### src/hw/rtl/rlfs_pkg.sv
`default_nettype none

package rlfs_pkg;

  // Configuration register indexes.
  typedef logic [2:0] reg_index_t;
  localparam reg_index_t REG_TIMEOUT_RELOAD = 3'd0;
  localparam reg_index_t REG_POOR_THRESHOLD = 3'd1;
  localparam reg_index_t REG_GOOD_THRESHOLD = 3'd2;
  localparam reg_index_t REG_SWITCH_RUN     = 3'd3;
  localparam reg_index_t REG_BEEP_PERIOD    = 3'd4;

  // Register values after reset.
  localparam logic [7:0] TIMEOUT_RELOAD_RST = 8'd25;
  localparam logic [3:0] POOR_THRESHOLD_RST = 4'd10;
  localparam logic [3:0] GOOD_THRESHOLD_RST = 4'd12;
  localparam logic [7:0] SWITCH_RUN_RST     = 8'd10;
  localparam logic [7:0] BEEP_PERIOD_RST    = 8'd20;

  // Item kinds.
  localparam logic OP_BYTE = 1'b0;
  localparam logic OP_TICK = 1'b1;

  // Bit positions in the lamp register.
  localparam int LAMP_WHITE = 0;
  localparam int LAMP_BLUE  = 1;
  localparam int LAMP_RED   = 2;

  // Heartbeat text "RSSI=".
  localparam logic [2:0] HB_LEN = 3'd5;

  function automatic logic [7:0] hb_char(input logic [2:0] pos);
    logic [7:0] ch;
    unique case (pos)
      3'd0:    ch = 8'h52;  // 'R'
      3'd1:    ch = 8'h53;  // 'S'
      3'd2:    ch = 8'h53;  // 'S'
      3'd3:    ch = 8'h49;  // 'I'
      3'd4:    ch = 8'h3D;  // '='
      default: ch = 8'h00;
    endcase
    return ch;
  endfunction

endpackage

`default_nettype wire

### src/hw/rtl/radio_link_failover_supervisor.sv
// Radio link failover supervisor. Each item is a received link byte or a timer
// tick and yields exactly one result item. The block takes one item per clock
// cycle while the output is not stalled. Items pass through an input register, a
// single pass of compare and counter logic that updates the supervisor state, and
// a result register; the state update for one item is done within that pass, so
// the next item follows directly. Configuration is written through cfg_write,
// cfg_index and cfg_data.
`default_nettype none

module radio_link_failover_supervisor (
  input  wire logic       clk,
  input  wire logic       rst,
  // Input channel.
  input  wire logic       in_valid,
  output logic            in_stall,
  input  wire logic       opcode,
  input  wire logic [7:0] rx_byte,
  input  wire logic [3:0] link_quality,
  // Output channel.
  output logic            out_valid,
  input  wire logic       out_stall,
  output logic            heartbeat_seen,
  output logic            link_up,
  output logic            backup_selected,
  output logic            lamp_white,
  output logic            lamp_blue,
  output logic            lamp_red,
  output logic            beep,
  // Configuration write port.
  input  wire logic       cfg_write,
  input  wire logic [2:0] cfg_index,
  input  wire logic [7:0] cfg_data
);

  // Configuration registers.
  logic [7:0] timeout_reload;
  logic [3:0] poor_threshold;
  logic [3:0] good_threshold;
  logic [7:0] switch_run;
  logic [7:0] beep_period;

  always_ff @(posedge clk) begin
    if (rst) begin
      timeout_reload <= rlfs_pkg::TIMEOUT_RELOAD_RST;
      poor_threshold <= rlfs_pkg::POOR_THRESHOLD_RST;
      good_threshold <= rlfs_pkg::GOOD_THRESHOLD_RST;
      switch_run     <= rlfs_pkg::SWITCH_RUN_RST;
      beep_period    <= rlfs_pkg::BEEP_PERIOD_RST;
    end else if (cfg_write) begin
      unique case (cfg_index)
        rlfs_pkg::REG_TIMEOUT_RELOAD: timeout_reload <= cfg_data;
        rlfs_pkg::REG_POOR_THRESHOLD: poor_threshold <= cfg_data[3:0];
        rlfs_pkg::REG_GOOD_THRESHOLD: good_threshold <= cfg_data[3:0];
        rlfs_pkg::REG_SWITCH_RUN:     switch_run     <= cfg_data;
        rlfs_pkg::REG_BEEP_PERIOD:    beep_period    <= cfg_data;
        default: ;
      endcase
    end
  end

  // Input register.
  logic       s1_valid;
  logic       s1_opcode;
  logic [7:0] s1_byte;
  logic [3:0] s1_quality;
  logic       s1_advance;

  assign s1_advance = s1_valid && (!out_valid || !out_stall);
  assign in_stall   = s1_valid && !s1_advance;

  always_ff @(posedge clk) begin
    if (rst) begin
      s1_valid <= 1'b0;
    end else if (!in_stall) begin
      s1_valid <= in_valid;
    end
  end

  always_ff @(posedge clk) begin
    if (in_valid && !in_stall) begin
      s1_opcode  <= opcode;
      s1_byte    <= rx_byte;
      s1_quality <= link_quality;
    end
  end

  // Supervisor state.
  logic [2:0] match_pos;
  logic [7:0] timeout_left;
  logic       is_connected;
  logic       ever_connected;
  logic [7:0] poor_run;
  logic [7:0] good_run;
  logic       radio_sel;
  logic [7:0] beep_count;
  logic [2:0] lamp_bits;

  logic [2:0] match_pos_next;
  logic [7:0] timeout_left_next;
  logic       is_connected_next;
  logic       ever_connected_next;
  logic [7:0] poor_run_next;
  logic [7:0] good_run_next;
  logic       radio_sel_next;
  logic [7:0] beep_count_next;
  logic [2:0] lamp_bits_next;
  logic       seen_next;
  logic       beep_next;

  // Next state for the item in the input register.
  always_comb begin
    logic       sel_mid;
    logic [7:0] beep_inc;
    match_pos_next      = match_pos;
    timeout_left_next   = timeout_left;
    is_connected_next   = is_connected;
    ever_connected_next = ever_connected;
    poor_run_next       = poor_run;
    good_run_next       = good_run;
    radio_sel_next      = radio_sel;
    beep_count_next     = beep_count;
    lamp_bits_next      = lamp_bits;
    seen_next           = 1'b0;
    beep_next           = 1'b0;
    sel_mid             = radio_sel;
    beep_inc            = beep_count + 8'd1;

    if (s1_opcode == rlfs_pkg::OP_BYTE) begin
      // Heartbeat matcher; a mismatching byte restarts the match.
      if (match_pos < rlfs_pkg::HB_LEN && s1_byte == rlfs_pkg::hb_char(match_pos)) begin
        if (match_pos == rlfs_pkg::HB_LEN - 3'd1) begin
          match_pos_next      = 3'd0;
          timeout_left_next   = timeout_reload;
          is_connected_next   = 1'b1;
          ever_connected_next = 1'b1;
          lamp_bits_next[rlfs_pkg::LAMP_WHITE] = 1'b1;
          seen_next           = 1'b1;
        end else begin
          match_pos_next = match_pos + 3'd1;
        end
      end else begin
        match_pos_next = 3'd0;
      end
    end else begin
      // Activity lamp of the radio in use toggles, the other goes dark.
      if (!radio_sel) begin
        lamp_bits_next[rlfs_pkg::LAMP_BLUE] = !lamp_bits[rlfs_pkg::LAMP_BLUE];
        lamp_bits_next[rlfs_pkg::LAMP_RED]  = 1'b0;
      end else begin
        lamp_bits_next[rlfs_pkg::LAMP_BLUE] = 1'b0;
        lamp_bits_next[rlfs_pkg::LAMP_RED]  = !lamp_bits[rlfs_pkg::LAMP_RED];
      end

      // Link timeout.
      if (timeout_left != 8'd0) begin
        timeout_left_next = timeout_left - 8'd1;
      end else begin
        is_connected_next = 1'b0;
        lamp_bits_next[rlfs_pkg::LAMP_WHITE] = 1'b0;
      end

      // Quality run counters saturate at their top value.
      if (s1_quality < poor_threshold) begin
        poor_run_next = (poor_run == 8'hFF) ? poor_run : poor_run + 8'd1;
      end else begin
        poor_run_next = 8'd0;
      end
      if (s1_quality > good_threshold) begin
        good_run_next = (good_run == 8'hFF) ? good_run : good_run + 8'd1;
      end else begin
        good_run_next = 8'd0;
      end

      // Switch to backup first, then test the switch back on the new choice.
      if (!radio_sel && poor_run_next > switch_run && is_connected_next) begin
        sel_mid = 1'b1;
      end
      radio_sel_next = (sel_mid && good_run_next > switch_run) ? 1'b0 : sel_mid;

      // Beep pacing while the link is lost on the backup radio.
      if (!is_connected_next && ever_connected && radio_sel_next) begin
        if (beep_inc == beep_period) begin
          beep_next       = 1'b1;
          beep_count_next = 8'd0;
        end else begin
          beep_count_next = beep_inc;
        end
      end
    end
  end

  always_ff @(posedge clk) begin
    if (rst) begin
      match_pos      <= 3'd0;
      timeout_left   <= 8'd0;
      is_connected   <= 1'b0;
      ever_connected <= 1'b0;
      poor_run       <= 8'd0;
      good_run       <= 8'd0;
      radio_sel      <= 1'b0;
      beep_count     <= 8'd0;
      lamp_bits      <= 3'd0;
    end else if (s1_advance) begin
      match_pos      <= match_pos_next;
      timeout_left   <= timeout_left_next;
      is_connected   <= is_connected_next;
      ever_connected <= ever_connected_next;
      poor_run       <= poor_run_next;
      good_run       <= good_run_next;
      radio_sel      <= radio_sel_next;
      beep_count     <= beep_count_next;
      lamp_bits      <= lamp_bits_next;
    end
  end

  // Result register.
  always_ff @(posedge clk) begin
    if (rst) begin
      out_valid <= 1'b0;
    end else if (!out_valid || !out_stall) begin
      out_valid <= s1_valid;
    end
  end

  always_ff @(posedge clk) begin
    if (s1_advance) begin
      heartbeat_seen  <= seen_next;
      link_up         <= is_connected_next;
      backup_selected <= radio_sel_next;
      lamp_white      <= lamp_bits_next[rlfs_pkg::LAMP_WHITE];
      lamp_blue       <= lamp_bits_next[rlfs_pkg::LAMP_BLUE];
      lamp_red        <= lamp_bits_next[rlfs_pkg::LAMP_RED];
      beep            <= beep_next;
    end
  end

  // Checks on the supervisor logic.
  a_stall_needs_item: assert property (@(posedge clk) disable iff (rst)
    in_stall |-> s1_valid)
    else $error("input stalled with an empty input register");

  a_seen_beep_excl: assert property (@(posedge clk) disable iff (rst)
    out_valid |-> !(heartbeat_seen && beep))
    else $error("heartbeat and beep in the same result item");

  a_conn_implies_ever: assert property (@(posedge clk) disable iff (rst)
    is_connected |-> ever_connected)
    else $error("connected without ever having connected");

  a_lamps_excl: assert property (@(posedge clk) disable iff (rst)
    !(lamp_bits[rlfs_pkg::LAMP_BLUE] && lamp_bits[rlfs_pkg::LAMP_RED]))
    else $error("both radio lamps lit");

  a_match_range: assert property (@(posedge clk) disable iff (rst)
    match_pos < rlfs_pkg::HB_LEN)
    else $error("heartbeat match position out of range");

endmodule

`default_nettype wire

### config.mk
export PLATFORM = sky130hd
export DESIGN_NAME = radio_link_failover_supervisor
export DESIGN_NICKNAME = d
export VERILOG_FILES = /design/src/hw/rtl/rlfs_pkg.sv /design/src/hw/rtl/radio_link_failover_supervisor.sv
export SDC_FILE = /design/constraint.sdc
export NUM_CORES = 1
export LEC_CHECK = 0
export ABC_CLOCK_PERIOD_IN_PS = 11400
export BUFFER_PORTS_ARGS = -buffer_cell sky130_fd_sc_hd__buf_2
export CELL_PAD_IN_SITES_DETAIL_PLACEMENT = 0
export CELL_PAD_IN_SITES_GLOBAL_PLACEMENT = 1
export CORE_MARGIN = 5
export CORE_UTILIZATION = 50
export DETAILED_ROUTE_END_ITERATION = 10
export PLACE_DENSITY = 0.93
export SYNTH_ARGS = -nofsm -noshare
export SYNTH_HDL_FRONTEND = slang
export SYNTH_SLANG_ARGS = --single-unit
export TNS_END_PERCENT = 50
### constraint.sdc
create_clock -name clk -period 11.4 [get_ports clk]
set_clock_uncertainty 0.15 [all_clocks]
set_input_delay 2.28 -clock clk [delete_from_list [all_inputs] [get_ports clk]]
set_output_delay 2.28 -clock clk [all_outputs]
set_load 0.01 [all_outputs]
==> results of run 1 <==
layout make-up:
type	count	area, um^2	share of cell area
clock inverter	3	21.27	0.003688
timing repair buffer	40	207.7	0.03601
inverter	29	108.9	0.01887
sequential	95	2102	0.3644
tap	136	170.2	0.02950
clock buffer	13	148.9	0.02581
multi-input combinational	466	3009	0.5217
power breakdown:
part           switching [mW]  total [mW]  internal [mW]
clock network           0.114       0.200         0.0857
registers             0.00490       0.356          0.351
logic                  0.0328      0.0505         0.0177
total                   0.152       0.606          0.454
state kept, by name, summed over array words and instances (netlist names), 3 cells and up:
name / flops
switch_run: 8
timeout_reload: 8
beep_count: 8
beep_period: 8
match_pos: 3
s1_quality: 4
poor_run: 8
good_threshold: 4
lamp_bits: 3
poor_threshold: 4
timeout_left: 8
good_run: 8
s1_byte: 8
cell usage after synthesis, types with 6 or more instances:
cell	instances
dfxtp_1	75
nand2_1	99
a21o_1	12
nand4_1	10
o211ai_1	7
and3_1	7
nor3_1	11
nand2b_1	9
inv_1	29
a31oi_1	7
or3_1	6
xor2_1	11
xnor2_1	10
nor2b_1	14
o21ai_0	20
o21a_1	8
mux2i_1	11
nand3_1	22
a21oi_1	50
a211oi_1	6
clkbuf_1	19
and4_1	6
edfxtp_1	20
nor2_1	42
ha_1	33
routing by layer:
metal | wire [um] | GRT usage
met4 | 227 | 0.07051
met1 | 5338 | 0.2416
met2 | 6150 | 0.3412
met3 | 477 | 0.03316
met5 | 0 | 0
path summary, 6_finish.rpt:
kind | start | endpoint | slack (ps) | cells past startpoint
worst max-delay path | out_stall | in_stall | 6240 | 3
worst min-delay path | switch_run[2]$_SDFFE_PP0P_ | switch_run[2]$_SDFFE_PP0P_ | 310 | 2
worst max register to register | s1_quality[1]$_DFFE_PP_ | beep_count[7]$_SDFFE_PP0P_ | 6860 | 13
worst min register to register | switch_run[2]$_SDFFE_PP0P_ | switch_run[2]$_SDFFE_PP0P_ | 310 | 2
logic make-up after synthesis:
family | after synthesis | share of synthesized area
XOR/XNOR | 21 | 0.03447
multiplexers | 14 | 0.02767
AND/OR/NAND/NOR | 252 | 0.2345
buffers and inverters | 57 | 0.04220
AO/OA/AOI/OAI | 146 | 0.1899
flip-flops | 95 | 0.3939
adder cells (fa/ha/maj) | 33 | 0.07737
placed cells by master (no fill, tap or decap), types with 11 or more instances in the layout:
cell      Yosys  final
dfxtp_1      75     75
a21oi_1      50     50
nand3_1      22     22
nor3_1       11     11
inv_1        29     29
nor2b_1      14     14
nand2_1      99     99
nor2_1       42     42
a21o_1       12     12
mux2i_1      11     11
buf_2         3     37
ha_1         33     33
xor2_1       11     11
edfxtp_1     20     20
o21ai_0      20     20
stage by stage:
stage,std cells,util,power (mW),area (um^2)
3_3_place_gp,766,0.5398,0.4118,5598
4_1_cts,782,0.5562,0.6120,5768
2_1_floorplan,618,-,0.3945,5336
6_report,782,0.5562,0.6060,5768
3_5_place_dp,766,0.5398,0.4139,5598
5_1_grt,782,0.5562,0.6329,5768
worst max-delay path, delay by kind of cell:
kind	cells	cell delay (ps)
buffers and inverters	2	250
AND/OR/NAND/NOR	1	200
==> results.ini, run 1 <==
[route]
post-route-drc-count=0
drt-total-wl_mm=12.19
drt_iter0_drc=251
ant_nets=0
dr_total_vias=4503
routed_via_density=5.758
firstDrtPassIters=5
wire_per_inst_um=15.59

[clocking]
hold_buffers=0
clk_latency_ps=360
cts_setup_buffers=0
root_buffer=clkbuf_8
cts_tree=yes
cts_sinks=95
clock_path_buffers=2
h-tree-depth=3
path_clk_slew_ps=80
cts_resized=0
cts_buffers=9

[sta]
maxSlewHeadroom=0.3430
setup_viol=0
fin_crit_ps=5158
hold_ws_ps=310.6
fin_crit_sh=0.4525
finalWorstSetupSlack_ps=6242
max_slew.worst_pin.slew_ps=983.5
drv_slew=0
rsz0062_at_grt=false
max_freq_mhz=193.9
fin_setup_tns_ps=0
hold_violations=0

[global_route]
grt_pass1_wl_mm=20.58
grt-ovfl-total=0
grt_use_total=0.1953
grt_max_degree=64
grt_antenna_before_repair=0
grt_pass1_vias=4455

[critical_path]
crit_path_end_kind=primary output
path_max_fanout=3
critPathRequiredTime_ps=8970
slowest_stage=and3_1
crit_type=in2out
cp.arrival_ps=2730
start_kind=primary input
cpMostUsedCell=buf_2
path_cells=buf_2 -> and3_1 -> buf_2
cpPeakStageDelay_ps=200

[yosys]
yosysWarnings=0
synth_area_leader_cell=dfxtp_1
synthArstFlopShare=0
ys_top_cells_by_area=dfxtp_1 (28%), edfxtp_1 (11%), ha_1 (7.7%)
ys_ff_latch=95
synth_area_per_cell_um2=8.635
synth-main-ff-cell=dfxtp_1
synthCells=618
ys_seq_area_frac=0.3939
syn_area_um2=5336
synth_edf_count=20
synth_top_area_share=0.2814
synth.distinct_cells=69
syn-num-nets=680

[run_status]
outcome=finished, final reports clean

[floorplan]
fp-row-count=37
pin_count=38
die_h_um=113.3
initial_core_util=0.5146
core_um2=10370
dieArea_um2=12840
die_w_um=113.3

[power]
peakVddDrop_mv=0.08718
p_leak_nw=2.310
p_per_area_nw_per_um2=105.1

[placement]
port_buffers=37
routabilityCongestion=0.8345
hpwl_mm=8.847
place_ws_ps=6243

[worst_hold_path]
hold_path.class=reg2reg

[finish]
antennaDiodeCount=0
final_layout_size_suffix_gt1_frac=0.1099
layout.nets=703
area_growth_syn_to_layout_pct=8.089
fillCellCount=990

[flow_run]
max-cap-violations=0

No activity file was read; power rests on OpenSTA's default activity.
==> run 2, diff against run 1 <==
--- a/config.mk
+++ b/config.mk
@@ -5,14 +5,14 @@
 export SDC_FILE = /design/constraint.sdc
 export NUM_CORES = 1
 export LEC_CHECK = 0
-export ABC_CLOCK_PERIOD_IN_PS = 11400
+export ABC_CLOCK_PERIOD_IN_PS = 4500
 export BUFFER_PORTS_ARGS = -buffer_cell sky130_fd_sc_hd__buf_2
 export CELL_PAD_IN_SITES_DETAIL_PLACEMENT = 0
 export CELL_PAD_IN_SITES_GLOBAL_PLACEMENT = 1
 export CORE_MARGIN = 5
-export CORE_UTILIZATION = 50
+export CORE_UTILIZATION = 42
 export DETAILED_ROUTE_END_ITERATION = 10
-export PLACE_DENSITY = 0.93
+export PLACE_DENSITY = 0.84
 export SYNTH_ARGS = -nofsm -noshare
 export SYNTH_HDL_FRONTEND = slang
 export SYNTH_SLANG_ARGS = --single-unit
==> constraint.sdc (replaced) <==
create_clock -name clk -period 4.5 [get_ports clk]
set_clock_uncertainty 0.15 [all_clocks]
set_input_delay 0.9 -clock clk [delete_from_list [all_inputs] [get_ports clk]]
set_output_delay 0.9 -clock clk [all_outputs]
set_load 0.01 [all_outputs]
==> run 2 against run 1 <==
  * Critical endpoint is now beep_count[7]$_SDFFE_PP0P_
  * Wire length up 4.1%
  * Critical path type is now reg2reg
  * Count of clock-buffer cells in the layout down 1
  * First-iteration DRC count down 16%
  * Critical path depth up 11
  * Hold slack worse by 6.6 ps
  * Final cell count up 4.9%
  * Die area up 17%
==> results.ini, run 2 (synthesized netlist as in run 1, its figures left out) <==
[route]
drt-total-wl_mm=12.70  ; +4.1%
ant_nets=0  ; unchanged
routed_via_density=5.479  ; -4.8%
dr_total_vias=4493  ; -0.22%
post-route-drc-count=0  ; unchanged
firstDrtPassIters=5  ; unchanged
wire_per_inst_um=15.49  ; -0.68%
drt_iter0_drc=212  ; -16%

[finish]
final_layout_size_suffix_gt1_frac=0.1157  ; +0.005834
fillCellCount=1242  ; +25%
seq_area_um2=2102  ; unchanged
area_growth_syn_to_layout_pct=11.86
final_cell_area_um2=5969  ; +3.5%
layout.nets=705  ; +0.28%
final_common_cell=nand2_1
multi_input_area_um2=3009  ; unchanged
antennaDiodeCount=0  ; unchanged
mostFrequentLayoutCells=nand2_1 (99), dfxtp_1 (75), a21oi_1 (50)

[critical_path]
crit_type=reg2reg
start_kind=register
path_max_fanout=14  ; +11
cp.arrival_ps=4230  ; +1500 ps
crit_path_end_kind=register
critPathRequiredTime_ps=4640  ; -4330 ps

[placement]
port_buffers=37  ; unchanged
routabilityCongestion=0.8800  ; +5.5%
place_area_um2=5658  ; +1.1%
hpwl_mm=9.443  ; +6.7%

[sta]
fin_setup_tns_ps=0  ; unchanged
rsz0062_at_grt=false
max_freq_mhz=244.6
max_slew.worst_pin.slew_ps=1074  ; +90.53 ps
fin_crit_sh=0.9084
maxSlewHeadroom=0.2825  ; -0.06048
hold_violations=0  ; unchanged
fin_crit_ps=4088
drv_slew=0  ; unchanged
setup_viol=0  ; unchanged

[global_route]
grt_pass1_vias=4414  ; -0.92%
grt_max_degree=35  ; -45%
grt_use_total=0.1791  ; -0.01619
grt-ovfl-total=0  ; unchanged
grt_antenna_before_repair=0  ; unchanged
grt_pass1_wl_mm=21.47  ; +4.3%

[floorplan]
initial_core_util=0.4263  ; -0.08827
core_um2=12520  ; +21%
die_h_um=122.7  ; +8.3%
dieArea_um2=15060  ; +17%
pin_count=38  ; unchanged
fp-row-count=41  ; +11%
die_w_um=122.7  ; +8.3%

[worst_hold_path]
hold_path.class=reg2reg

[power]
peakVddDrop_mv=0.1802  ; +110%
power.total_mw=1.817  ; +200%
p_leak_nw=2.393  ; +3.6%
p_per_area_nw_per_um2=304.3  ; +190%

[clocking]
cts_resized=0  ; unchanged
cts_setup_buffers=0  ; unchanged
cts_sinks=95  ; unchanged
clk_latency_ps=340  ; -20 ps
root_buffer=clkbuf_16
cts_tree=yes
cts_buffers=9  ; unchanged
hold_buffers=0  ; unchanged
clock_path_buffers=2  ; unchanged
h-tree-depth=3  ; unchanged
path_clk_slew_ps=70  ; about the same

[flow_run]
max-cap-violations=0  ; unchanged

[run_status]
outcome=finished, final reports clean

[run 2: cell count changes in the layout (fill, tap and decap cells not counted), sizes merged]
cell and delta:
inv +1, clkbuf -1, buf +2, clkinvlp -1, clkinv +1
[run 2: worst max-delay path, stage by stage, from the launching register on]
cell      delay, ps
edfxtp_1        390
ha_1            300
nor2b_1         130
o21a_1          160
o21ai_0         230
a21o_1          420
nor3_1          130
ha_1            310
a21o_1          180
a221o_1         350
a221o_1         350
a21oi_1         170
buf_4           190
nor3b_2         350
a22o_1          200
[run 2: stage by stage]
step / instances / hold WS, ps / utilization / setup slack, ps
after floorplan: 618 / 278.6 / - / 777.5
after global placement: 804 / 294.4 / 0.4520 / 622.4
after detailed placement: 804 / 297.6 / 0.4520 / 453.5
after CTS: 820 / 307.7 / 0.4769 / 454.3
after global routing: 820 / 328.1 / 0.4769 / 89.33
final: 820 / 304.1 / 0.4769 / 412.3
[run 2: per-layer routing]
layer,vias up,global-route usage,routed length [um]
met1,2129,0.2363,5969
met2,83,0.2914,5965
met3,23,0.02857,455
li1,2258,-,-
met4,0,0.07418,308
met5,-,0,0
[run 2: cell type report]
cell class / count / share of cell area
inverters: 29 / 0.01824
clock buffers: 12 / 0.04842
repair buffers: 42 / 0.03731
well taps: 172 / 0.03605
clock inverters: 4 / 0.003773
flip-flops and latches: 95 / 0.3521
multi-input cells: 466 / 0.5041
[run 2: path summary, 6_finish.rpt]
kind / slack (ps) / cells past startpoint / to / startpoint
setup / recovery: 410 / 14 / beep_count[7]$_SDFFE_PP0P_ / s1_quality[1]$_DFFE_PP_
hold / removal: 300 / 2 / switch_run[4]$_SDFFE_PP0P_ / switch_run[4]$_SDFFE_PP0P_
setup reg to reg: 410 / 14 / beep_count[7]$_SDFFE_PP0P_ / s1_quality[1]$_DFFE_PP_
hold reg to reg: 300 / 2 / switch_run[4]$_SDFFE_PP0P_ / switch_run[4]$_SDFFE_PP0P_
[run 2: power breakdown]
group | internal (mW) | switching, mW
clock network | 0.456 | 0.329
registers | 0.889 | 0.0139
logic | 0.0454 | 0.0826
